`src/rtl/clm_pkg.sv`:
```
// ----------------------------------------------------------------------------
// clm_pkg: shared types and constants for the call log table
// Field widths, operation codes, controller states and the command/status
// bundles between the controller and the datapath.
// ----------------------------------------------------------------------------
`timescale 1ns / 1ps
`default_nettype none

package clm_pkg;

   localparam int LOG_DEPTH_DEF = 32;

   localparam int OP_W    = 2;
   localparam int KEY_W   = 64;
   localparam int KIND_W  = 2;
   localparam int DUR_W   = 32;
   localparam int IDX_W   = 5;
   localparam int COUNT_W = 6;

   typedef enum logic [OP_W-1:0] {
      OP_ADD   = 2'd0,
      OP_PATCH = 2'd1,
      OP_CLEAR = 2'd2,
      OP_READ  = 2'd3
   } op_type;

   typedef enum logic [3:0] {
      ST_IDLE,
      ST_DISPATCH,
      ST_SRCH_RD,
      ST_SRCH_CMP,
      ST_SHF_RD,
      ST_SHF_WR,
      ST_APPEND,
      ST_PATCH,
      ST_FINISH
   } state_type;

   typedef enum logic [1:0] {
      RD_SCAN,
      RD_NEXT,
      RD_ENTRY
   } rd_sel_type;

   typedef enum logic [1:0] {
      WR_NONE,
      WR_SHIFT,
      WR_APPEND,
      WR_PATCH
   } wr_sel_type;

   typedef enum logic [1:0] {
      CNT_HOLD,
      CNT_CLR,
      CNT_INC,
      CNT_DEC
   } cnt_op_type;

   typedef enum logic [1:0] {
      PEND_HOLD,
      PEND_CLR,
      PEND_APPEND
   } pend_op_type;

   typedef enum logic [1:0] {
      SCAN_HOLD,
      SCAN_CLR,
      SCAN_INC
   } scan_op_type;

   typedef struct packed {
      logic        load_req;
      logic        rd_en;
      rd_sel_type  rd_sel;
      wr_sel_type  wr_sel;
      cnt_op_type  cnt_op;
      pend_op_type pend_op;
      scan_op_type scan_op;
      logic        out_load;
   } dp_cmd_type;

   typedef struct packed {
      op_type op;
      logic   key_match;
      logic   scan_last;
      logic   count_zero;
      logic   count_full;
      logic   read_hit;
      logic   patch_ok;
      logic   rsp_busy;
   } dp_sts_type;

endpackage

`default_nettype wire

```
`src/rtl/clm_ctrl.sv`:
```
// ----------------------------------------------------------------------------
// clm_ctrl: sequencer for the call log table
// Takes one request at a time, walks the store for search and compaction,
// and hands the finished result to the output register.
// ----------------------------------------------------------------------------
`timescale 1ns / 1ps
`default_nettype none

module clm_ctrl
   import clm_pkg::*;
(
   input  wire logic       clock,
   input  wire logic       reset,
   input  wire logic       req_valid,
   output logic            req_stall,
   input  wire dp_sts_type sts,
   output dp_cmd_type      cmd
);

   state_type state_ff;
   state_type state_in;

   always_ff @(posedge clock) begin
      if (reset) begin
         state_ff <= ST_IDLE;
      end else begin
         state_ff <= state_in;
      end
   end

   always_comb begin
      state_in     = state_ff;
      req_stall    = 1'b1;
      cmd.load_req = 1'b0;
      cmd.rd_en    = 1'b0;
      cmd.rd_sel   = RD_SCAN;
      cmd.wr_sel   = WR_NONE;
      cmd.cnt_op   = CNT_HOLD;
      cmd.pend_op  = PEND_HOLD;
      cmd.scan_op  = SCAN_HOLD;
      cmd.out_load = 1'b0;

      case (state_ff)
         ST_IDLE: begin
            req_stall = 1'b0;
            if (req_valid) begin
               cmd.load_req = 1'b1;
               state_in     = ST_DISPATCH;
            end
         end
         ST_DISPATCH: begin
            case (sts.op)
               OP_ADD: begin
                  cmd.pend_op = PEND_CLR;
                  if (sts.count_zero) begin
                     state_in = ST_APPEND;
                  end else begin
                     cmd.scan_op = SCAN_CLR;
                     state_in    = ST_SRCH_RD;
                  end
               end
               OP_PATCH: begin
                  state_in = ST_PATCH;
               end
               OP_CLEAR: begin
                  cmd.cnt_op  = CNT_CLR;
                  cmd.pend_op = PEND_CLR;
                  state_in    = ST_FINISH;
               end
               OP_READ: begin
                  // read data lands in the datapath's read register by FINISH
                  cmd.rd_en  = sts.read_hit;
                  cmd.rd_sel = RD_ENTRY;
                  state_in   = ST_FINISH;
               end
               default: begin
                  state_in = ST_FINISH;
               end
            endcase
         end
         ST_SRCH_RD: begin
            cmd.rd_en  = 1'b1;
            cmd.rd_sel = RD_SCAN;
            state_in   = ST_SRCH_CMP;
         end
         ST_SRCH_CMP: begin
            if (sts.key_match) begin
               // compaction starts at the matching slot
               state_in = ST_SHF_RD;
            end else if (sts.scan_last) begin
               if (sts.count_full) begin
                  cmd.scan_op = SCAN_CLR;
                  state_in    = ST_SHF_RD;
               end else begin
                  state_in = ST_APPEND;
               end
            end else begin
               cmd.scan_op = SCAN_INC;
               state_in    = ST_SRCH_RD;
            end
         end
         ST_SHF_RD: begin
            if (sts.scan_last) begin
               cmd.cnt_op = CNT_DEC;
               state_in   = ST_APPEND;
            end else begin
               cmd.rd_en  = 1'b1;
               cmd.rd_sel = RD_NEXT;
               state_in   = ST_SHF_WR;
            end
         end
         ST_SHF_WR: begin
            cmd.wr_sel  = WR_SHIFT;
            cmd.scan_op = SCAN_INC;
            state_in    = ST_SHF_RD;
         end
         ST_APPEND: begin
            cmd.wr_sel  = WR_APPEND;
            cmd.cnt_op  = CNT_INC;
            cmd.pend_op = PEND_APPEND;
            state_in    = ST_FINISH;
         end
         ST_PATCH: begin
            if (sts.patch_ok) begin
               cmd.wr_sel  = WR_PATCH;
               cmd.pend_op = PEND_CLR;
            end
            state_in = ST_FINISH;
         end
         ST_FINISH: begin
            if (!sts.rsp_busy) begin
               cmd.out_load = 1'b1;
               state_in     = ST_IDLE;
            end
         end
         default: begin
            state_in = ST_IDLE;
         end
      endcase
   end

   // result register must never be overwritten while a stalled response sits in it
   assert property (@(posedge clock) disable iff (reset)
      cmd.out_load |-> !sts.rsp_busy)
      else $error("clm_ctrl: result loaded over a stalled response");

   // a shift write always follows a read of the next slot
   assert property (@(posedge clock) disable iff (reset)
      (state_ff == ST_SHF_WR) |-> ($past(state_ff) == ST_SHF_RD) && !sts.scan_last)
      else $error("clm_ctrl: shift write past the last held slot");

endmodule

`default_nettype wire

```
`src/rtl/clm_dpath.sv`:
```
// ----------------------------------------------------------------------------
// clm_dpath: store, counters and result register of the call log table
// Entry store with one write and one registered read per cycle, the fill
// count, the scan pointer, the pending mark and the response register.
// ----------------------------------------------------------------------------
`timescale 1ns / 1ps
`default_nettype none

module clm_dpath
   import clm_pkg::*;
#(
   parameter int LOG_DEPTH = LOG_DEPTH_DEF
) (
   input  wire logic              clock,
   input  wire logic              reset,
   input  wire dp_cmd_type        cmd,
   output dp_sts_type             sts,
   input  wire logic [OP_W-1:0]   req_op,
   input  wire logic [KEY_W-1:0]  req_phone_key,
   input  wire logic [KIND_W-1:0] req_call_kind,
   input  wire logic [DUR_W-1:0]  req_duration_sec,
   input  wire logic [IDX_W-1:0]  req_read_index,
   output logic                   rsp_valid,
   input  wire logic              rsp_stall,
   output logic                   rsp_read_valid,
   output logic [KEY_W-1:0]       rsp_out_key,
   output logic [KIND_W-1:0]      rsp_out_kind,
   output logic [DUR_W-1:0]       rsp_out_duration,
   output logic [COUNT_W-1:0]     rsp_entry_count,
   output logic                   rsp_patch_done
);

   localparam int AW = (LOG_DEPTH > 1) ? $clog2(LOG_DEPTH) : 1;
   localparam int CW = $clog2(LOG_DEPTH + 1);
   localparam int RW = (CW > IDX_W) ? CW : IDX_W;
   localparam int EW = (CW > COUNT_W) ? CW : COUNT_W;
   localparam logic [CW-1:0] DEPTH_C = CW'(LOG_DEPTH);

   logic [KEY_W-1:0]  key_mem [LOG_DEPTH];
   logic [KIND_W-1:0] kind_mem[LOG_DEPTH];
   logic [DUR_W-1:0]  dur_mem [LOG_DEPTH];

   op_type            req_op_ff;
   logic [KEY_W-1:0]  req_key_ff;
   logic [KIND_W-1:0] req_kind_ff;
   logic [DUR_W-1:0]  req_dur_ff;
   logic [IDX_W-1:0]  req_idx_ff;

   logic [KEY_W-1:0]  rd_key_ff;
   logic [KIND_W-1:0] rd_kind_ff;
   logic [DUR_W-1:0]  rd_dur_ff;

   logic [CW-1:0] count_ff;
   logic [AW-1:0] scan_ff;
   logic [AW-1:0] pend_slot_ff;
   logic          pend_valid_ff;
   logic          patch_hit_ff;

   logic                rsp_valid_ff;
   logic                rsp_read_valid_ff;
   logic [KEY_W-1:0]    rsp_key_ff;
   logic [KIND_W-1:0]   rsp_kind_ff;
   logic [DUR_W-1:0]    rsp_dur_ff;
   logic [COUNT_W-1:0]  rsp_count_ff;
   logic                rsp_patch_ff;

   logic [AW-1:0]     rd_addr;
   logic [AW-1:0]     wr_addr;
   logic              key_we;
   logic              meta_we;
   logic [KEY_W-1:0]  wr_key;
   logic [KIND_W-1:0] wr_kind;
   logic [DUR_W-1:0]  wr_dur;

   logic [CW-1:0] scan_next;
   logic [RW-1:0] idx_wide;
   logic [RW-1:0] count_rw;
   logic [RW-1:0] read_slot;
   logic [EW-1:0] count_wide;
   logic          read_hit;
   logic          is_read;

   assign scan_next  = CW'(scan_ff) + CW'(1);
   assign idx_wide   = RW'(req_idx_ff);
   assign count_rw   = RW'(count_ff);
   assign read_slot  = count_rw - RW'(1) - idx_wide;
   assign read_hit   = idx_wide < count_rw;
   assign count_wide = EW'(count_ff);
   assign is_read    = (req_op_ff == OP_READ);

   always_comb begin
      case (cmd.rd_sel)
         RD_SCAN:  rd_addr = scan_ff;
         RD_NEXT:  rd_addr = scan_next[AW-1:0];
         RD_ENTRY: rd_addr = read_slot[AW-1:0];
         default:  rd_addr = scan_ff;
      endcase
   end

   always_comb begin
      key_we  = 1'b0;
      meta_we = 1'b0;
      wr_addr = scan_ff;
      wr_key  = rd_key_ff;
      wr_kind = rd_kind_ff;
      wr_dur  = rd_dur_ff;
      case (cmd.wr_sel)
         WR_NONE: begin
            key_we = 1'b0;
         end
         WR_SHIFT: begin
            key_we  = 1'b1;
            meta_we = 1'b1;
         end
         WR_APPEND: begin
            key_we  = 1'b1;
            meta_we = 1'b1;
            wr_addr = count_ff[AW-1:0];
            wr_key  = req_key_ff;
            wr_kind = req_kind_ff;
            wr_dur  = req_dur_ff;
         end
         WR_PATCH: begin
            key_we  = 1'b1;
            wr_addr = pend_slot_ff;
            wr_key  = req_key_ff;
         end
         default: begin
            key_we = 1'b0;
         end
      endcase
   end

   // entry store
   always_ff @(posedge clock) begin
      if (key_we) begin
         key_mem[wr_addr] <= wr_key;
      end
      if (meta_we) begin
         kind_mem[wr_addr] <= wr_kind;
         dur_mem[wr_addr]  <= wr_dur;
      end
      if (cmd.rd_en) begin
         rd_key_ff  <= key_mem[rd_addr];
         rd_kind_ff <= kind_mem[rd_addr];
         rd_dur_ff  <= dur_mem[rd_addr];
      end
   end

   always_ff @(posedge clock) begin
      if (cmd.load_req) begin
         req_op_ff   <= op_type'(req_op);
         req_key_ff  <= req_phone_key;
         req_kind_ff <= req_call_kind;
         req_dur_ff  <= req_duration_sec;
         req_idx_ff  <= req_read_index;
      end
   end

   always_ff @(posedge clock) begin
      case (cmd.scan_op)
         SCAN_HOLD: scan_ff <= scan_ff;
         SCAN_CLR:  scan_ff <= '0;
         SCAN_INC:  scan_ff <= scan_next[AW-1:0];
         default:   scan_ff <= scan_ff;
      endcase
   end

   always_ff @(posedge clock) begin
      if (reset) begin
         count_ff      <= '0;
         pend_slot_ff  <= '0;
         pend_valid_ff <= 1'b0;
         patch_hit_ff  <= 1'b0;
      end else begin
         case (cmd.cnt_op)
            CNT_HOLD: count_ff <= count_ff;
            CNT_CLR:  count_ff <= '0;
            CNT_INC:  count_ff <= count_ff + CW'(1);
            CNT_DEC:  count_ff <= count_ff - CW'(1);
            default:  count_ff <= count_ff;
         endcase
         case (cmd.pend_op)
            PEND_HOLD: pend_valid_ff <= pend_valid_ff;
            PEND_CLR:  pend_valid_ff <= 1'b0;
            PEND_APPEND: begin
               // unknown number: remember where it went for a later patch
               pend_valid_ff <= (req_key_ff == '0);
               pend_slot_ff  <= count_ff[AW-1:0];
            end
            default: pend_valid_ff <= pend_valid_ff;
         endcase
         if (cmd.load_req) begin
            patch_hit_ff <= 1'b0;
         end else if (cmd.wr_sel == WR_PATCH) begin
            patch_hit_ff <= 1'b1;
         end
      end
   end

   always_ff @(posedge clock) begin
      if (reset) begin
         rsp_valid_ff <= 1'b0;
      end else if (cmd.out_load) begin
         rsp_valid_ff <= 1'b1;
      end else if (!rsp_stall) begin
         rsp_valid_ff <= 1'b0;
      end
   end

   always_ff @(posedge clock) begin
      if (cmd.out_load) begin
         rsp_read_valid_ff <= is_read && read_hit;
         rsp_key_ff        <= (is_read && read_hit) ? rd_key_ff : '0;
         rsp_kind_ff       <= (is_read && read_hit) ? rd_kind_ff : '0;
         rsp_dur_ff        <= (is_read && read_hit) ? rd_dur_ff : '0;
         rsp_count_ff      <= count_wide[COUNT_W-1:0];
         rsp_patch_ff      <= patch_hit_ff;
      end
   end

   assign sts.op         = req_op_ff;
   assign sts.key_match  = (rd_key_ff == req_key_ff);
   assign sts.scan_last  = (scan_next >= count_ff);
   assign sts.count_zero = (count_ff == '0);
   assign sts.count_full = (count_ff >= DEPTH_C);
   assign sts.read_hit   = read_hit;
   assign sts.patch_ok   = pend_valid_ff && (CW'(pend_slot_ff) < count_ff) &&
                           (req_key_ff != '0);
   assign sts.rsp_busy   = rsp_valid_ff && rsp_stall;

   assign rsp_valid        = rsp_valid_ff;
   assign rsp_read_valid   = rsp_read_valid_ff;
   assign rsp_out_key      = rsp_key_ff;
   assign rsp_out_kind     = rsp_kind_ff;
   assign rsp_out_duration = rsp_dur_ff;
   assign rsp_entry_count  = rsp_count_ff;
   assign rsp_patch_done   = rsp_patch_ff;

   assert property (@(posedge clock) disable iff (reset)
      count_ff <= DEPTH_C)
      else $error("clm_dpath: fill count above log depth");

   // the pending mark only ever points at a held entry
   assert property (@(posedge clock) disable iff (reset)
      pend_valid_ff |-> (CW'(pend_slot_ff) < count_ff))
      else $error("clm_dpath: pending slot outside held entries");

   // an append never lands beyond the store
   assert property (@(posedge clock) disable iff (reset)
      (cmd.wr_sel == WR_APPEND) |-> (count_ff < DEPTH_C))
      else $error("clm_dpath: append into a full log");

endmodule

`default_nettype wire

```
`src/rtl/call_log_mru_table.sv`:
```
// ----------------------------------------------------------------------------
// call_log_mru_table: deduplicating most-recent-first call log
// Holds up to LOG_DEPTH entries (number, call kind, duration), oldest first
// in the store. Supports add, patch of a pending unknown number, clear, read.
//
// Request channel req_*: one request per handshake (valid high, stall low).
// The block takes one request at a time; req_stall stays high from the
// accept until the result has been moved into the response register.
// Response channel rsp_*: exactly one response per request, in order.
// Steps, accept to rsp_valid:
//   read, clear: dispatch, finish; patch: dispatch, patch, finish.
//   add: dispatch, a search reading and comparing held slots in turn, a
//   compaction for a repeated number or when a full log evicts its oldest
//   entry, append, finish; an add to an empty log skips the search.
//   Search and compaction share the store's one read and one write port.
// The next request is taken from the cycle its predecessor's response appears.
// A response stalled by rsp_stall holds in the response register; the next
// request is still accepted and worked on, and only its hand-off waits.
// Reset (synchronous) empties the log, drops the pending mark and the
// response; entry contents are left as they are.
// ----------------------------------------------------------------------------
`timescale 1ns / 1ps
`default_nettype none

module call_log_mru_table
   import clm_pkg::*;
#(
   parameter int LOG_DEPTH = LOG_DEPTH_DEF
) (
   input  wire logic              clock,
   input  wire logic              reset,
   input  wire logic              req_valid,
   output logic                   req_stall,
   input  wire logic [OP_W-1:0]   req_op,
   input  wire logic [KEY_W-1:0]  req_phone_key,
   input  wire logic [KIND_W-1:0] req_call_kind,
   input  wire logic [DUR_W-1:0]  req_duration_sec,
   input  wire logic [IDX_W-1:0]  req_read_index,
   output logic                   rsp_valid,
   input  wire logic              rsp_stall,
   output logic                   rsp_read_valid,
   output logic [KEY_W-1:0]       rsp_out_key,
   output logic [KIND_W-1:0]      rsp_out_kind,
   output logic [DUR_W-1:0]       rsp_out_duration,
   output logic [COUNT_W-1:0]     rsp_entry_count,
   output logic                   rsp_patch_done
);

   dp_cmd_type cmd;
   dp_sts_type sts;

   clm_ctrl u_ctrl (
      .clock     (clock),
      .reset     (reset),
      .req_valid (req_valid),
      .req_stall (req_stall),
      .sts       (sts),
      .cmd       (cmd)
   );

   clm_dpath #(
      .LOG_DEPTH (LOG_DEPTH)
   ) u_dpath (
      .clock            (clock),
      .reset            (reset),
      .cmd              (cmd),
      .sts              (sts),
      .req_op           (req_op),
      .req_phone_key    (req_phone_key),
      .req_call_kind    (req_call_kind),
      .req_duration_sec (req_duration_sec),
      .req_read_index   (req_read_index),
      .rsp_valid        (rsp_valid),
      .rsp_stall        (rsp_stall),
      .rsp_read_valid   (rsp_read_valid),
      .rsp_out_key      (rsp_out_key),
      .rsp_out_kind     (rsp_out_kind),
      .rsp_out_duration (rsp_out_duration),
      .rsp_entry_count  (rsp_entry_count),
      .rsp_patch_done   (rsp_patch_done)
   );

endmodule

`default_nettype wire
```
`config.mk`:
```
export PLATFORM = sky130hd
export DESIGN_NAME = call_log_mru_table
export DESIGN_NICKNAME = d
export VERILOG_FILES = /design/src/rtl/clm_pkg.sv /design/src/rtl/clm_ctrl.sv /design/src/rtl/clm_dpath.sv /design/src/rtl/call_log_mru_table.sv
export SDC_FILE = /design/constraint.sdc
export NUM_CORES = 2
export LEC_CHECK = 0
export ABC_CLOCK_PERIOD_IN_PS = 26100
export BUFFER_PORTS_ARGS = -buffer_cell sky130_fd_sc_hd__buf_2
export CAP_MARGIN = 10
export CELL_PAD_IN_SITES_DETAIL_PLACEMENT = 0
export CELL_PAD_IN_SITES_GLOBAL_PLACEMENT = 1
export CORE_ASPECT_RATIO = 0.7
export CORE_UTILIZATION = 30
export CTS_CLUSTER_DIAMETER = 100
export DETAILED_ROUTE_END_ITERATION = 16
export PLACE_DENSITY = 0.47
export SYNTH_ARGS = -nofsm -noshare
export SYNTH_HDL_FRONTEND = slang
export SYNTH_SLANG_ARGS = --single-unit
```
`constraint.sdc`:
```
create_clock -name clock -period 26.1 [get_ports clock]
set_input_delay 7.83 -clock clock [delete_from_list [all_inputs] [get_ports clock]]
set_output_delay 7.83 -clock clock [all_outputs]
set_load 0.02 [all_outputs]
```
Word level (Yosys, flattened, before mapping)
Memory sizes are Yosys's and may differ from the RTL's. A register that Yosys moved wholly into a read port is not among the register bits.
Index checks and enable logic that the tools add are counted.

operators by class
  add/sub/neg operators = 4
  magnitude comparators = 4
  equality and inequality tests = 27
  muxes and demuxes = 47
  reductions and logical operators = 21

operators by type and width
  operator                                                               count
  64-bit equality test                                                   1
  64-bit zero test                                                       1
  64-bit 2-to-1 mux                                                      1
  64-bit nonzero test                                                    1
  32-bit 2-to-1 mux                                                      1
  4-bit one-hot mux with 8 select lines                                  1
  5-bit one-hot mux with 2 select lines                                  3
  2-bit one-hot mux with 3 select lines                                  4
  2-bit equality test, second input constant                             9
  1-bit 2-to-1 mux                                                       18
  6-bit one-hot mux with 3 select lines                                  1
  4-bit by 3-bit equality test with 1-bit output, second input constant  4
  4-bit 2-to-1 mux                                                       4
  2-bit 2-to-1 mux                                                       7
  2-bit by 1-bit equality test with 1-bit output, second input constant  6
  5-bit by 6-bit less-than comparator with 1-bit output                  2
  4-bit one-hot mux with 3 select lines                                  1
  2-bit OR reduction                                                     6
  3-bit 2-to-1 mux                                                       3
  3-bit one-hot mux with 3 select lines                                  1
  4-bit by 2-bit equality test with 1-bit output, second input constant  2
  5-bit by 1-bit adder with 6-bit output, second input constant          1
  6-bit by 1-bit adder with 6-bit output, second input constant          1
  6-bit greater-or-equal comparator                                      1
  other kinds (15)                                                       23

word-level totals
  bits in registers = 234
  memory bits (writable) = 3,136
  input bits = 109
  output and inout bits = 108
  logic and storage cells = 124
  memories = 3

memory list
  memory            words  bits a word  read ports  clocked after memory_dff  write ports  line             RTL
  u_dpath.key_mem   32     64           1           1                         1            clm_dpath.sv:39  logic [KEY_W-1:0] key_mem [LOG_DEPTH];
  u_dpath.dur_mem   32     32           1           1                         1            clm_dpath.sv:41  logic [DUR_W-1:0] dur_mem [LOG_DEPTH];
  u_dpath.kind_mem  32     2            1           1                         1            clm_dpath.sv:40  logic [KIND_W-1:0] kind_mem[LOG_DEPTH];

Depth between registers and ports, before layout
  word-level depth = 10
  depth in mapped cells = 23
  depth with buffers taken out = 17

Modules after synthesis
A second synthesis with hierarchy kept.

second synthesis, totals
  cell total of the unflattened synthesis = 12,140
  area total of the unflattened synthesis = 156,739.1 µm²

by module, submodules not included
  module     times used  cells an instance  area an instance (µm²)  sequential area each (µm²)
  clm_dpath  1           12,074             156,267.4               103,879.6
  clm_ctrl   1           66                 471.7                   80.1

Worst setup path before layout
OpenSTA, ideal clock, no wires.

  kind = input port to flip-flop
  from = in rsp_stall
  to = reg u_dpath.rsp_count_ff[0], in the netlist u_dpath.rsp_entry_count[0] (enable)
  library setup time = 0.605 ns
  data arrival time = 12.963 ns
  required time = 25.495 ns
  slack = 12.531 ns
  stages on the path = 1
  buffers on the path = 0
  cell sequence = a21oi_1

between the ends
  longest elaborated chain between the ends = 3

ends and longest elaborated chain
  element               line                      RTL
  start, declared       call_log_mru_table.sv:40  input wire logic rsp_stall,
  1-bit logical AND     clm_dpath.sv:230          assign sts.rsp_busy = rsp_valid_ff && rsp_stall;
  1-bit 2-to-1 mux      clm_ctrl.sv:131           if (!sts.rsp_busy) begin
  1-bit 2-to-1 mux      clm_ctrl.sv:43            case (state_ff)
  end signal, assigned  clm_dpath.sv:217          rsp_count_ff <= count_wide[COUNT_W-1:0];
  end, declared         clm_dpath.sv:64           logic [COUNT_W-1:0] rsp_count_ff;

Every way passes these cells.
A chain may end at the register's enable or synchronous reset.

Worst setup path after layout
  from = reg u_ctrl.state_ff[0]
  to = out req_stall

between the ends
  longest elaborated chain between the ends = 2

ends and longest elaborated chain
  element                 line                      RTL
  start, declared         clm_ctrl.sv:20            state_type state_ff;
  start signal, assigned  clm_ctrl.sv:27            state_ff <= state_in;
  4-bit zero test         clm_ctrl.sv:43
  1-bit 2-to-1 mux        clm_ctrl.sv:43
  end, declared           call_log_mru_table.sv:33  output logic req_stall,

Every way passes these cells.

==> results.json <==
{
  "period_needed_ns": 9.97,
  "synth-seq-area-share": 0.756,
  "cts.reportedPaths.clkPinSlew_ns": 0.07,
  "placed_cells": 13400,
  "vias_per_cell": 5.46,
  "detail-route-antenna-nets": 0,
  "total_power_mw": 15.7,
  "relSlewSlack": 0.173,
  "num_vias": 76600,
  "syn_area_per_cell_um2": 18.6,
  "critPathKind": "reg -> out",
  "cp.arrival_ns": 2.14,
  "netlist_area_mm2": 0.137,
  "core_area_mm2": 0.455,
  "cp-end-kind": "output pin",
  "fp.dieH_um": 568,
  "path_delay_family": "simple AND/OR/NAND/NOR gates",
  "final_area_mm2": 0.158,
  "dieArea_mm2": 0.461,
  "clkLatencyLatePin_ns": 0.98,
  "dr.first_iter.drc_count": 8583,
  "worstMarginPinSlew_ns": 1.23,
  "status": "completed",
  "dr.pass1.iters": 6,
  "cts_inserted_buffers": 366,
  "track_usage": 0.202,
  "vdd_ir_drop_max_mv": 0.0663,
  "cts_sinks": 3468,
  "p_leak_nw": 49.6,
  "synth_flop_cell": "edfxtp_1",
  "worst-path-buf-inv": 1,
  "cp_slowest_cell": "nor2_1",
  "min_path_type": "reg -> reg",
  "max_freq_mhz": 100,
  "wl_um": 478000,
  "gp_congestion": 0.742,
  "finalSetupTns_ns": 0,
  "post_dp_cell_area_mm2": 0.146,
  "area_growth_syn_to_layout_pct": 14.7,
  "grt_max_degree": 137,
  "num_rows": 207,
  "synthCells": 7403,
  "fin_skew_ns": 0.0545,
  "start_util": 0.302,
  "synthesis.nets": 7542,
  "ys_warn_count": 0,
  "clk_path_buf_depth": 4,
  "pin_count": 217,
  "yosysUniqueCellTypes": 67,
  "hold_buffers": 0,
  "worstPathMaxFanout": 10,
  "die_x_um": 811,
  "synth_edf_count": 3450,
  "synth_seq_cells": 3468,
  "cts_root_buffer": "clkbuf_16",
  "worstPathRequired_ns": 18.27,
  "hpwl_um": 242000,
  "grt_pass1_wl_um": 654000,
  "htreeDepth": 5,
  "fin_crit_sh": 0.382,
  "final-setup-viol-count": 0,
  "finalNetCount": 7803,
  "power_density_mw_per_mm2": 99.3,
  "wl_per_cell_um": 34.1,
  "rsz0062_at_grt": "false",
  "start_kind": "flop",
  "layout-drive-gt1-share": 0.193,
  "drv_cap": 0,
  "crit_chain": "nor2_1, nand2_1, buf_2",
  "portBuffers": 216,
  "antenna_found_initial": 30,
  "finalHoldViolations": 0,
  "postCtsSetupRepairBufs": 0,
  "first_global_vias": 76400,
  "max_stage_delay_ns": 0.41,
  "cts_resized": 0,
  "drv_slew": 0,
  "cts_tree": "done",
  "grt_overflow_total": 0,
  "finalNonFillerCells": 14000,
  "async_flop_share": 0,
  "post-route-drc-count": 0
}
==> final cells by class <==
cell class | instances | area (µm²)
flip-flops and latches | 3468 | 104000
clock inverters | 208 | 1990
inverters | 409 | 1540
clock buffers | 448 | 9530
diodes | 14 | 35.0
well taps | 6061 | 7580
fillers | 42800 | 297000
repair buffers | 419 | 2880
multi-input cells | 3000 | 30100
==> cell usage in the layout, fill, tap and decap left out, types with 126 or more instances in the layout <==
cell / instances
edfxtp_1: 3450
inv_1: 409
mux2i_1: 403
a31oi_1: 397
a211oi_1: 391
mux4_2: 388
clkbuf_16: 368
a2111oi_0: 246
buf_2: 217
a22oi_1: 195
buf_4: 176
nand3_1: 126
==> worst paths after layout <==
kind	slack, ns	end	cells after the start	from
setup / recovery	16.13	req_stall	3	u_ctrl.state_ff[0]$_SDFFE_PP0P_
hold / removal	0.45	u_dpath.rsp_patch_done$_DFFE_PP_	0	u_dpath.patch_hit_ff$_SDFFE_PP0N_
setup reg to reg	16.69	u_dpath.rd_key_ff[62]$_DFFE_PP_	20	u_dpath.scan_ff[1]$_SDFFCE_PP0P_
hold reg to reg	0.45	u_dpath.rsp_patch_done$_DFFE_PP_	0	u_dpath.patch_hit_ff$_SDFFE_PP0N_
==> worst reg2reg max path, cell delays in order (launching register included) <==
cell	delay [ns]
edfxtp_1	0.64
ha_1	0.36
xor2_1	0.32
ha_1	0.29
o21a_1	0.17
o211ai_1	0.15
o21ai_1	0.23
or4_1	0.63
inv_1	0.11
ha_1	0.50
nor2_1	0.30
nand3_4	0.41
nand3_4	0.69
buf_4	0.90
buf_4	0.68
buf_4	0.87
buf_4	0.80
mux2i_1	0.19
a2111oi_0	0.68
a22oi_1	0.20
nand3_1	0.14
==> metal layers <==
metal | wire length (µm) | up-vias | track usage
li1 | - | 31400 | -
met1 | 226000 | 41800 | 0.304
met2 | 212000 | 2792 | 0.306
met3 | 29000 | 599 | 0.0294
met4 | 11700 | 4 | 0.0475
met5 | 27 | - | 0
==> per-stage QoR <==
stage	hold WS [ns]	setup WS, ns	util
floorplan	0.409	12.53	-
detailed placement	0.446	15.82	0.321
global route	0.474	15.93	0.346
finish	0.453	16.13	0.346
CTS	0.462	16.02	0.346
global placement	0.443	15.88	0.321
==> cells by family after synthesis <==
group                      count (synthesis)  synth area share
DFF                                     3468             0.756
AOI/OAI and AO/OA                       1550            0.0884
buffers and inverters                    935            0.0294
muxes                                    891             0.101
and+or+nand+nor                          456            0.0174
xor gates and xnor gates                  73           0.00465
adders and majority gates                 30           0.00279
==> synthesized netlist by cell type, types with 35 or more instances <==
cell type,n,share of area
a2111oi_1,92,0.0067
and2_1,101,0.0046
a22oi_1,195,0.011
o41ai_1,97,0.0062
mux2i_1,403,0.029
nor4_1,35,0.0016
edfxtp_1,3450,0.75
buf_4,44,0.0024
mux2_2,100,0.0082
a2111oi_2,49,0.0054
a31oi_1,397,0.018
inv_1,409,0.011
clkbuf_1,272,0.0074
nand3_1,128,0.0047
nand2_1,36,0.00098
buf_2,159,0.0058
mux4_2,388,0.064
xor2_1,70,0.0045
a211oi_1,391,0.021
a2111oi_0,248,0.016
nor2_1,95,0.0026
==> where the power goes <==
part / switching [mW] / internal (mW)
Combinational: 2.44 / 0.980
Clock: 2.28 / 2.87
Sequential: 0.226 / 6.86
==> flip-flops by register name, summed over array words and instances (netlist names), 32 cells and up <==
signal / cells
u_dpath.key_mem: 2048
u_dpath.rsp_out_key: 64
u_dpath.dur_mem: 1024
u_dpath.rd_dur_ff: 32
u_dpath.req_dur_ff: 32
u_dpath.kind_mem: 64
u_dpath.req_key_ff: 64
u_dpath.rd_key_ff: 64
u_dpath.rsp_out_duration: 32
(Power assumes the default switching activity.)
